<file path="src/hw/rtl/srde_pkg.sv">
// ----------------------------------------------------------------------------
// srde_pkg: shared types and constants of the signed radix digit emitter
// Word field widths, action codes, special characters, sequencer states
// and the small control/status bundles passed between the blocks.
// ----------------------------------------------------------------------------
`default_nettype none

package srde_pkg;

  // Word field widths
  localparam int ACT_W   = 2;
  localparam int CHAR_W  = 8;
  localparam int NUM_W   = 32;

  // Action codes
  localparam logic [ACT_W-1:0] ACT_CLEAR   = 2'd0;
  localparam logic [ACT_W-1:0] ACT_APPEND  = 2'd1;
  localparam logic [ACT_W-1:0] ACT_CONVERT = 2'd2;

  // Characters that may not appear in an alphabet, and the sign character
  localparam logic [CHAR_W-1:0] CH_NUL   = 8'h00;
  localparam logic [CHAR_W-1:0] CH_PLUS  = 8'h2B;
  localparam logic [CHAR_W-1:0] CH_MINUS = 8'h2D;

  // Digit stack: a 32-bit magnitude never has more than 32 digits
  localparam int STACK_DEPTH = 32;
  localparam int STACK_AW    = 5;

  // Divider retires this many quotient bits per cycle
  localparam int DIV_STEP_BITS = 4;
  localparam int DIV_ROUNDS    = NUM_W / DIV_STEP_BITS;
  localparam int DIV_CNT_W     = $clog2(DIV_ROUNDS);

  typedef enum logic [2:0] {
    S_IDLE,
    S_DIV,
    S_SIGN,
    S_RD,
    S_LOOK,
    S_SHOW
  } state_t;

  typedef struct packed {
    logic clear;
    logic append;
  } alpha_cmd_t;

  typedef struct packed {
    logic busy;
    logic done;
  } div_stat_t;

endpackage

`default_nettype wire

</file>
<file path="src/hw/rtl/srde_if.sv">
// ----------------------------------------------------------------------------
// srde_if: valid/ready channels of the signed radix digit emitter
// srde_in_if carries command words, srde_out_if carries character words.
// ----------------------------------------------------------------------------
`default_nettype none

interface srde_in_if;
  import srde_pkg::*;

  logic                     valid;
  logic                     ready;
  logic [ACT_W-1:0]         action;
  logic [CHAR_W-1:0]        base_char;
  logic signed [NUM_W-1:0]  number;

  modport source (output valid, output action, output base_char, output number,
                  input ready);
  modport sink   (input valid, input action, input base_char, input number,
                  output ready);
endinterface

interface srde_out_if;
  import srde_pkg::*;

  logic              valid;
  logic              ready;
  logic [CHAR_W-1:0] out_char;
  logic              last;

  modport source (output valid, output out_char, output last, input ready);
  modport sink   (input valid, input out_char, input last, output ready);
endinterface

`default_nettype wire

</file>
<file path="src/hw/rtl/srde_div.sv">
// ----------------------------------------------------------------------------
// srde_div: shared iterative divider
// Restoring division of a 32-bit magnitude by the alphabet length,
// DIV_STEP_BITS quotient bits per cycle. Quotient and remainder are held
// after done until the next start.
// ----------------------------------------------------------------------------
`default_nettype none

module srde_div #(
  parameter int DIVISOR_W = 7
) (
  input  logic                           clk,
  input  logic                           rst,
  input  logic                           start,
  input  logic [srde_pkg::NUM_W-1:0]     dividend,
  input  logic [DIVISOR_W-1:0]           divisor,
  output srde_pkg::div_stat_t            stat,
  output logic [srde_pkg::NUM_W-1:0]     quotient,
  output logic [DIVISOR_W-1:0]           remainder
);
  import srde_pkg::*;

  logic                  busy;
  logic                  done;
  logic [DIV_CNT_W-1:0]  cnt;
  logic [DIVISOR_W-1:0]  dvs;
  logic [NUM_W-1:0]      q;
  logic [DIVISOR_W-1:0]  r;
  logic [NUM_W-1:0]      q_next;
  logic [DIVISOR_W-1:0]  r_next;

  // DIV_STEP_BITS restoring steps per cycle; remainder stays below the divisor
  always_comb begin
    logic [DIVISOR_W:0] sh;
    logic               qb;
    q_next = q;
    r_next = r;
    for (int i = 0; i < DIV_STEP_BITS; i++) begin
      sh = {r_next, q_next[NUM_W-1]};
      if (sh >= {1'b0, dvs}) begin
        r_next = DIVISOR_W'(sh - {1'b0, dvs});
        qb     = 1'b1;
      end else begin
        r_next = sh[DIVISOR_W-1:0];
        qb     = 1'b0;
      end
      q_next = {q_next[NUM_W-2:0], qb};
    end
  end

  // Control
  always_ff @(posedge clk) begin
    if (rst) begin
      busy <= 1'b0;
      done <= 1'b0;
      cnt  <= '0;
    end else begin
      done <= busy && (cnt == DIV_CNT_W'(DIV_ROUNDS - 1));
      if (start && !busy) begin
        busy <= 1'b1;
        cnt  <= '0;
      end else if (busy) begin
        cnt <= cnt + 1'b1;
        if (cnt == DIV_CNT_W'(DIV_ROUNDS - 1)) begin
          busy <= 1'b0;
        end
      end
    end
  end

  // Datapath
  always_ff @(posedge clk) begin
    if (start && !busy) begin
      q   <= dividend;
      r   <= '0;
      dvs <= divisor;
    end else if (busy) begin
      q <= q_next;
      r <= r_next;
    end
  end

  assign stat.busy = busy;
  assign stat.done = done;
  assign quotient  = q;
  assign remainder = r;

endmodule

`default_nettype wire

</file>
<file path="src/hw/rtl/srde_alpha.sv">
// ----------------------------------------------------------------------------
// srde_alpha: alphabet store and validity check
// Holds the loaded digit characters, a 256-bit seen map, the length
// (saturating at MAX_BASE + 1) and the bad flag. Registered read port.
// ----------------------------------------------------------------------------
`default_nettype none

module srde_alpha #(
  parameter int MAX_BASE = 64,
  parameter int LW       = 7,
  parameter int DW       = 6
) (
  input  logic                          clk,
  input  logic                          rst,
  input  srde_pkg::alpha_cmd_t          cmd,
  input  logic [srde_pkg::CHAR_W-1:0]   ch,
  input  logic                          rd_en,
  input  logic [DW-1:0]                 rd_addr,
  output logic [srde_pkg::CHAR_W-1:0]   rd_data,
  output logic [LW-1:0]                 length,
  output logic                          bad
);
  import srde_pkg::*;

  logic [CHAR_W-1:0]     alpha_mem [MAX_BASE];
  logic [2**CHAR_W-1:0]  seen;
  logic                  has_room;
  logic                  reject;

  assign has_room = (length < LW'(MAX_BASE));
  assign reject   = (ch == CH_NUL) || (ch == CH_PLUS) || (ch == CH_MINUS) ||
                    seen[ch] || !has_room;

  // Length, bad flag and seen map
  always_ff @(posedge clk) begin
    if (rst || cmd.clear) begin
      length <= '0;
      bad    <= 1'b0;
      seen   <= '0;
    end else if (cmd.append) begin
      seen[ch] <= 1'b1;
      if (reject) begin
        bad <= 1'b1;
      end
      if (has_room) begin
        length <= length + 1'b1;
      end else begin
        length <= LW'(MAX_BASE + 1);
      end
    end
  end

  // Character memory
  always_ff @(posedge clk) begin
    if (cmd.append && has_room) begin
      alpha_mem[length[DW-1:0]] <= ch;
    end
    if (rd_en) begin
      rd_data <= alpha_mem[rd_addr];
    end
  end

endmodule

`default_nettype wire

</file>
<file path="src/hw/rtl/signed_radix_digit_emitter_core.sv">
// Clear and append words update the alphabet when they are accepted.
// A convert runs the shared divider once per digit, restarting it on each
// nonzero quotient; then a '-' is loaded for a negative number, and each
// digit takes a stack read, an alphabet read and an output load.
// Input is taken one word at a time, only while the sequencer is idle.
// Reset (rst, synchronous) empties the alphabet; no output word is pending.
// ----------------------------------------------------------------------------
// signed_radix_digit_emitter_core: signed integer to text in a loaded radix
// Words either clear the alphabet, append a digit character, or convert a
// signed 32-bit number into an optional '-' and its digits, MSB first.
// ----------------------------------------------------------------------------
`default_nettype none

module signed_radix_digit_emitter_core #(
  parameter int MAX_BASE = 64
) (
  input  logic       clk,
  input  logic       rst,
  srde_in_if.sink    in_ch,
  srde_out_if.source out_ch
);
  import srde_pkg::*;

  localparam int LW = $clog2(MAX_BASE + 2);
  localparam int DW = $clog2(MAX_BASE);
  localparam int BW = $clog2(MAX_BASE + 1);

  state_t               state, state_next;
  logic [STACK_AW:0]    depth, depth_next;
  logic                 neg;
  logic [CHAR_W-1:0]    out_char_r, out_char_next;
  logic                 last_r, last_next;
  logic                 out_valid;
  logic                 out_load;
  logic                 out_free;

  logic                 accept;
  logic                 conv_go;
  logic [NUM_W-1:0]     num_u;
  logic [NUM_W-1:0]     mag;

  alpha_cmd_t           acmd;
  logic [CHAR_W-1:0]    alpha_char;
  logic [LW-1:0]        alpha_len;
  logic                 alpha_bad;
  logic                 alpha_rd_en;

  div_stat_t            dstat;
  logic                 div_start;
  logic [NUM_W-1:0]     div_dividend;
  logic [NUM_W-1:0]     div_q;
  logic [BW-1:0]        div_r;
  logic                 push;

  logic [DW-1:0]        stack_mem [STACK_DEPTH];
  logic [DW-1:0]        stack_rd;
  logic                 stack_rd_en;
  logic [STACK_AW:0]    depth_m1;

  // Input decode
  assign in_ch.ready = (state == S_IDLE);
  assign accept      = in_ch.valid && in_ch.ready;
  assign acmd.clear  = accept && (in_ch.action == ACT_CLEAR);
  assign acmd.append = accept && (in_ch.action == ACT_APPEND);
  assign conv_go     = accept && (in_ch.action == ACT_CONVERT) && !alpha_bad &&
                       (alpha_len >= LW'(2));

  // Magnitude; the most negative value maps onto 2^31 unsigned
  assign num_u = in_ch.number;
  assign mag   = num_u[NUM_W-1] ? (~num_u + 1'b1) : num_u;

  // Divider feed: first the magnitude, then each quotient until it is zero
  assign push         = (state == S_DIV) && dstat.done;
  assign div_start    = conv_go || (push && (div_q != '0));
  assign div_dividend = (state == S_IDLE) ? mag : div_q;

  assign out_free = !out_valid || out_ch.ready;
  assign depth_m1 = depth - 1'b1;

  srde_alpha #(
    .MAX_BASE (MAX_BASE),
    .LW       (LW),
    .DW       (DW)
  ) u_alpha (
    .clk     (clk),
    .rst     (rst),
    .cmd     (acmd),
    .ch      (in_ch.base_char),
    .rd_en   (alpha_rd_en),
    .rd_addr (stack_rd),
    .rd_data (alpha_char),
    .length  (alpha_len),
    .bad     (alpha_bad)
  );

  srde_div #(
    .DIVISOR_W (BW)
  ) u_div (
    .clk       (clk),
    .rst       (rst),
    .start     (div_start),
    .dividend  (div_dividend),
    .divisor   (alpha_len[BW-1:0]),
    .stat      (dstat),
    .quotient  (div_q),
    .remainder (div_r)
  );

  // Sequencer
  always_comb begin
    state_next    = state;
    depth_next    = depth;
    out_load      = 1'b0;
    out_char_next = out_char_r;
    last_next     = last_r;
    stack_rd_en   = 1'b0;
    alpha_rd_en   = 1'b0;
    unique case (state)
      S_IDLE: begin
        if (conv_go) begin
          state_next = S_DIV;
          depth_next = '0;
        end
      end
      S_DIV: begin
        if (dstat.done) begin
          depth_next = depth + 1'b1;
          if (div_q == '0) begin
            state_next = neg ? S_SIGN : S_RD;
          end
        end
      end
      S_SIGN: begin
        if (out_free) begin
          out_load      = 1'b1;
          out_char_next = CH_MINUS;
          last_next     = 1'b0;
          state_next    = S_RD;
        end
      end
      S_RD: begin
        stack_rd_en = 1'b1;
        depth_next  = depth_m1;
        state_next  = S_LOOK;
      end
      S_LOOK: begin
        alpha_rd_en = 1'b1;
        state_next  = S_SHOW;
      end
      S_SHOW: begin
        if (out_free) begin
          out_load      = 1'b1;
          out_char_next = alpha_char;
          last_next     = (depth == '0);
          state_next    = (depth == '0) ? S_IDLE : S_RD;
        end
      end
      default: begin
        state_next = S_IDLE;
      end
    endcase
  end

  always_ff @(posedge clk) begin
    if (rst) begin
      state     <= S_IDLE;
      depth     <= '0;
      out_valid <= 1'b0;
    end else begin
      state <= state_next;
      depth <= depth_next;
      if (out_load) begin
        out_valid <= 1'b1;
      end else if (out_ch.ready) begin
        out_valid <= 1'b0;
      end
    end
  end

  // Payload registers
  always_ff @(posedge clk) begin
    if (conv_go) begin
      neg <= num_u[NUM_W-1];
    end
    out_char_r <= out_char_next;
    last_r     <= last_next;
  end

  // Digit stack, least significant digit pushed first
  always_ff @(posedge clk) begin
    if (push) begin
      stack_mem[depth[STACK_AW-1:0]] <= div_r[DW-1:0];
    end
    if (stack_rd_en) begin
      stack_rd <= stack_mem[depth_m1[STACK_AW-1:0]];
    end
  end

  assign out_ch.valid    = out_valid;
  assign out_ch.out_char = out_char_r;
  assign out_ch.last     = last_r;

endmodule

`default_nettype wire
</file>
<file path="src/flat_wrapper.sv">
// flat-port wrapper written by rule: the top's interface ports become plain ports
module signed_radix_digit_emitter_core_flat import srde_pkg::*;
#(
  parameter int MAX_BASE = 64
)
  (clk, rst, in_ch_valid, in_ch_action, in_ch_base_char, in_ch_number, in_ch_ready, out_ch_valid, out_ch_out_char, out_ch_last, out_ch_ready);
  srde_in_if in_ch_i ();
  srde_out_if out_ch_i ();
  input  logic clk;
  input  logic rst;
  input wire logic [$bits(in_ch_i.valid)-1:0] in_ch_valid;
  input wire logic [$bits(in_ch_i.action)-1:0] in_ch_action;
  input wire logic [$bits(in_ch_i.base_char)-1:0] in_ch_base_char;
  input wire logic [$bits(in_ch_i.number)-1:0] in_ch_number;
  output wire logic [$bits(in_ch_i.ready)-1:0] in_ch_ready;
  output wire logic [$bits(out_ch_i.valid)-1:0] out_ch_valid;
  output wire logic [$bits(out_ch_i.out_char)-1:0] out_ch_out_char;
  output wire logic [$bits(out_ch_i.last)-1:0] out_ch_last;
  input wire logic [$bits(out_ch_i.ready)-1:0] out_ch_ready;
  assign in_ch_i.valid = in_ch_valid;
  assign in_ch_i.action = in_ch_action;
  assign in_ch_i.base_char = in_ch_base_char;
  assign in_ch_i.number = in_ch_number;
  assign in_ch_ready = in_ch_i.ready;
  assign out_ch_valid = out_ch_i.valid;
  assign out_ch_out_char = out_ch_i.out_char;
  assign out_ch_last = out_ch_i.last;
  assign out_ch_i.ready = out_ch_ready;
  signed_radix_digit_emitter_core #(.MAX_BASE(MAX_BASE)) u_core (.clk(clk), .rst(rst), .in_ch(in_ch_i), .out_ch(out_ch_i));
endmodule
</file>
<file path="config.mk">
export PLATFORM = sky130hd
export DESIGN_NAME = signed_radix_digit_emitter_core_flat
export DESIGN_NICKNAME = d
export VERILOG_FILES = /design/src/hw/rtl/srde_pkg.sv /design/src/hw/rtl/srde_if.sv /design/src/hw/rtl/srde_div.sv /design/src/hw/rtl/srde_alpha.sv /design/src/hw/rtl/signed_radix_digit_emitter_core.sv /design/src/flat_wrapper.sv
export SDC_FILE = /design/constraint.sdc
export NUM_CORES = 1
export LEC_CHECK = 0
export ABC_AREA = 0
export BUFFER_PORTS_ARGS = -buffer_cell sky130_fd_sc_hd__buf_2
export CAP_MARGIN = 30
export CORE_ASPECT_RATIO = 0.5
export CORE_MARGIN = 3
export CORE_UTILIZATION = 57
export DETAILED_ROUTE_END_ITERATION = 8
export HOLD_SLACK_MARGIN = 0.02
export PLACE_DENSITY = 0.79
export SLEW_MARGIN = 20
export SYNTH_ARGS = -nofsm -noshare
export SYNTH_HDL_FRONTEND = slang
export SYNTH_SLANG_ARGS = --single-unit
</file>
<file path="constraint.sdc">
create_clock -name clk -period 8.4 [get_ports clk]
set_clock_uncertainty 0.05 [all_clocks]
set_input_delay 0.42 -clock clk [delete_from_list [all_inputs] [get_ports clk]]
set_output_delay 0.42 -clock clk [all_outputs]
set_load 0.05 [all_outputs]
</file>
==> metrics.md <==
| Metric | Value |
|---|---|
| VDD IR-drop max | 0.150 mV |
| #FFs+latches synth | 1052 |
| Run status | finished clean |
| HPWL Detailed | 58000 um |
| Slew Limit Fails | 0 |
| Post-synthesis sequential area ratio | 66.6% |
| Worst EP arrival | 8.39 ns |
| Post-synthesis cell type count | 70 |
| Largest net degree at the start of global routing | roughly 260 |
| DIE HEIGHT | 201 um |
| Top cells by area, synth | edfxtp_1, mux4_2, dfxtp_1, nor2_1, a21oi_1 |
| Vias in the first global route | 24.8k |
| TritonCTS Sinks | 1052 |
| Final WS setup | 0.521 ns |
| GRT overflow | 0 |
| Mapped Cells | 2803 |
| Synth top cells by count | edfxtp_1, nor2_1, a21oi_1, mux4_2, dfxtp_1 |
| Area of the mapped netlist | around 43000 um2 |
| Routed Wire Length | 100000 um |
| RePlAce Congestion | 0.837 |
| Peak per-stage delay on the critical path | 0.45 ns |
| Drt drc | 0 |
| Crit path max fanout | 10 |
| Initial DRC count | 3009 |
| DRT Pass-1 Iters | 6 |
| Predominant post-synthesis flop cell | edfxtp_1 |
| CTS tree | done |
| Worst-path clk slew | around 0.060 ns |
| Startpoint types | flip-flop |
| Pre-CTS setup slack | between 0.1 and 0.15 ns |
| DR vias | 25.2k |
| Worst setup EP type | flip-flop |
| PwrDens | 233 nW/um2 |
| FMAX | 127 MHz |
| Syn avg cell area | between 15 and 20 um2 |
| Pwr Total | 11.1 mW |
| Die area | 79300 um2 |
| Post-synth top area cell | edfxtp_1 |
| Setup Viol. Count Final | 0 |
| Antenna Nets Post-Route | 0 |
| Async S/R FF share, synth | 0% |
| Max clock buf depth | 3 |
| Critical Path Most Common Cell | buf_4 |
| Total CTS buffers | 86 |
| Clock Latency Late Sink | 0.68 ns |
| Slowest CP cell | fa_1 |
| Initial Util | 58.3% |
| Maxcap violations | 0 |
| Tmin final | around 8 ns |
| Leak | between 15 and 20 nW |
| Initial antenna violation count | 1 |
| Yosys warns | 0 |
| CP required | between 8 and 9 ns |
| EDFF count, synth | around 770 |
| Final Hold Viols | 0 |
| CTS root buf | clkbuf_16 |
| I/O pins | 57 |
| DR vias/cell | between 6 and 7 |
| IO Port Bufs | 56 |
| Gr usage total | 25.5% |
| Num rows | 70 |
| Hold WC Path Type | primary input to flip-flop |
| NumNets Final | 2932 |
| Avg WL per Cell | 25.5 um |
| Core area | 74000 um2 |
| Area Overhead vs Synth | 10.7% |
| DIE WIDTH | 395 um |
| Multi-input gate area in the final layout | 13800 um2 |
| FF/Latch Area | 28700 um2 |
| Filler cells | 4998 |
| Worst Tran Pin Value | 1.22 ns |
| Crit path kind | flip-flop to flip-flop |
| CTS HTree Levels | 3 |
| Top-count cell post-synth | edfxtp_1 |
| Synth Net Count | 2889 |
| Synth top area share | 53.4% |
| Global-route wire length before repair | 154000 um |
| Normalized max-slew margin | 18.5% |
| Crit share post-route | 93.8% |
| Layout cells sized above 1 | 21.1% |
## layout make-up
type	instances	share of cell area [%]
diodes	2	0.0105
clock buffers	112	4.95
clock inverters	48	1.20
inverters	36	0.283
multi-input cells	1544	28.9
flip-flops and latches	1052	60.2
well taps	1008	2.64
repair buffers	126	1.87
## power by group
group          switching (mW)  internal (mW)  leakage (nW)  total, mW
clock network            1.91           2.32          1.41       4.23
logic                   0.801          0.485          4.89       1.29
registers             0.00582           5.59          9.19       5.60
total                    2.71           8.39          15.5       11.1
## routing by layer
layer	GRT usage, %	vias up	share of wire [%]
met2	40.4	1180	48
met4	9.50	0	3.8
met1	35.4	12896	40
li1	-	10882	-
met5	0	-	0
met3	5.08	233	8.1
## final timing paths
kind | from | endpoint | slack [ns] | depth (start not counted)
max | u_core.u_div.quotient[31]$_DFFE_PP_ | u_core.u_div.remainder[1]$_SDFFE_PP0P_ | 0.52 | 35
min reg2reg | u_core.u_alpha.seen[222]$_SDFFE_PP0P_ | u_core.u_alpha.seen[222]$_SDFFE_PP0P_ | 0.41 | 2
max reg2reg | u_core.u_div.quotient[31]$_DFFE_PP_ | u_core.u_div.remainder[1]$_SDFFE_PP0P_ | 0.52 | 35
min | rst | u_core.u_div.cnt[0]$_SDFFE_PP0P_ | 0.05 | 2
## what timing repair did
item                       4_1_cts  5_1_grt
hold endpoints to repair         1        0
setup endpoints to repair        0        8
hold buffers                     1        0
buffers inserted                 0        3
gates resized for setup          0        6
## critical path, delay by kind of cell (launching register included)
family / cells / cell delay, ns
buffers and inverters: 6 / 0.86
multiplexers: 2 / 0.66
AND/OR/NAND/NOR: 8 / 1.51
AO/OA/AOI/OAI: 14 / 2.66
flip-flops: 1 / 0.39
adder cells (fa/ha/maj): 5 / 1.62
## flip-flops by register name, indices dropped and copies added (netlist names)
name                      flops
u_core.u_div.cnt              3
u_core.u_alpha.length         7
u_core.stack_rd               6
u_core.u_alpha.rd_data        8
u_core.u_div.done             1
u_core.u_alpha.seen         255
u_core.state                  3
u_core.out_ch.out_char        8
u_core.stack_mem            192
u_core.out_ch.valid           1
u_core.u_div.busy             1
u_core.out_ch.last            1
u_core.u_alpha.alpha_mem    512
u_core.u_div.quotient        32
u_core.depth                  6
u_core.u_div.dvs              7
u_core.u_div.remainder        7
u_core.neg                    1
u_core.u_alpha.bad            1
## layout by cell type, fill, tap and decap left out, types with 6 or more instances in the layout
cell and count:
o21a_1 6, clkinv_2 10, nor2b_1 23, xnor2_1 11, xor2_1 32, nor4_2 6
ha_1 35, inv_1 36, nand2_1 57, mux4_2 307, and2_1 9, o21ai_0 37
buf_2 52, dfxtp_1 284, mux2_2 12, nor4_1 10, mux2i_1 12, nor3_2 6
clkbuf_8 7, clkbuf_1 17, nor3_1 25, nand3_1 14, nand2b_1 23, o41ai_1 9
or3_1 17, clkinv_1 10, o31ai_1 6, clkbuf_16 88, nor3b_1 9, nand3b_1 8
clkinvlp_4 9, edfxtp_1 767, bufinv_16 10, nor2_1 455, a21oi_1 315, buf_4 65
## stage by stage
| stage | utilization, % | instance area (um2) | instances | TNS, ns | hold slack (ns) |
|---|---|---|---|---|---|
| 2_1_floorplan | - | 43200 | 2803 | 0 | 0.356 |
| 3_3_place_gp | 60.3 | 44700 | 3753 | 0 | 0.392 |
| 3_5_place_dp | 60.4 | 44700 | 3755 | 0 | 0.400 |
| 4_1_cts | 64.4 | 47600 | 3916 | 0 | 0.0213 |
| 5_1_grt | 64.5 | 47800 | 3927 | -0.000585 | 0.0730 |
| 6_report | 64.5 | 47800 | 3928 | 0 | 0.0509 |
## logic make-up (layout without fill, tap and decap cells)
family / Yosys count / after routing / synth area share (%)
AOI/OAI and AO/OA: 435 / 435 / 5.70
xor gates and xnor gates: 44 / 44 / 0.893
adders and majority gates: 40 / 40 / 1.23
buffers and inverters: 207 / 322 / 1.84
DFF: 1052 / 1052 / 66.6
muxes: 334 / 334 / 16.7
other: 0 / 2 / 0
and+or+nand+nor: 691 / 691 / 7.06
Power figures use the tool's default switching activity.
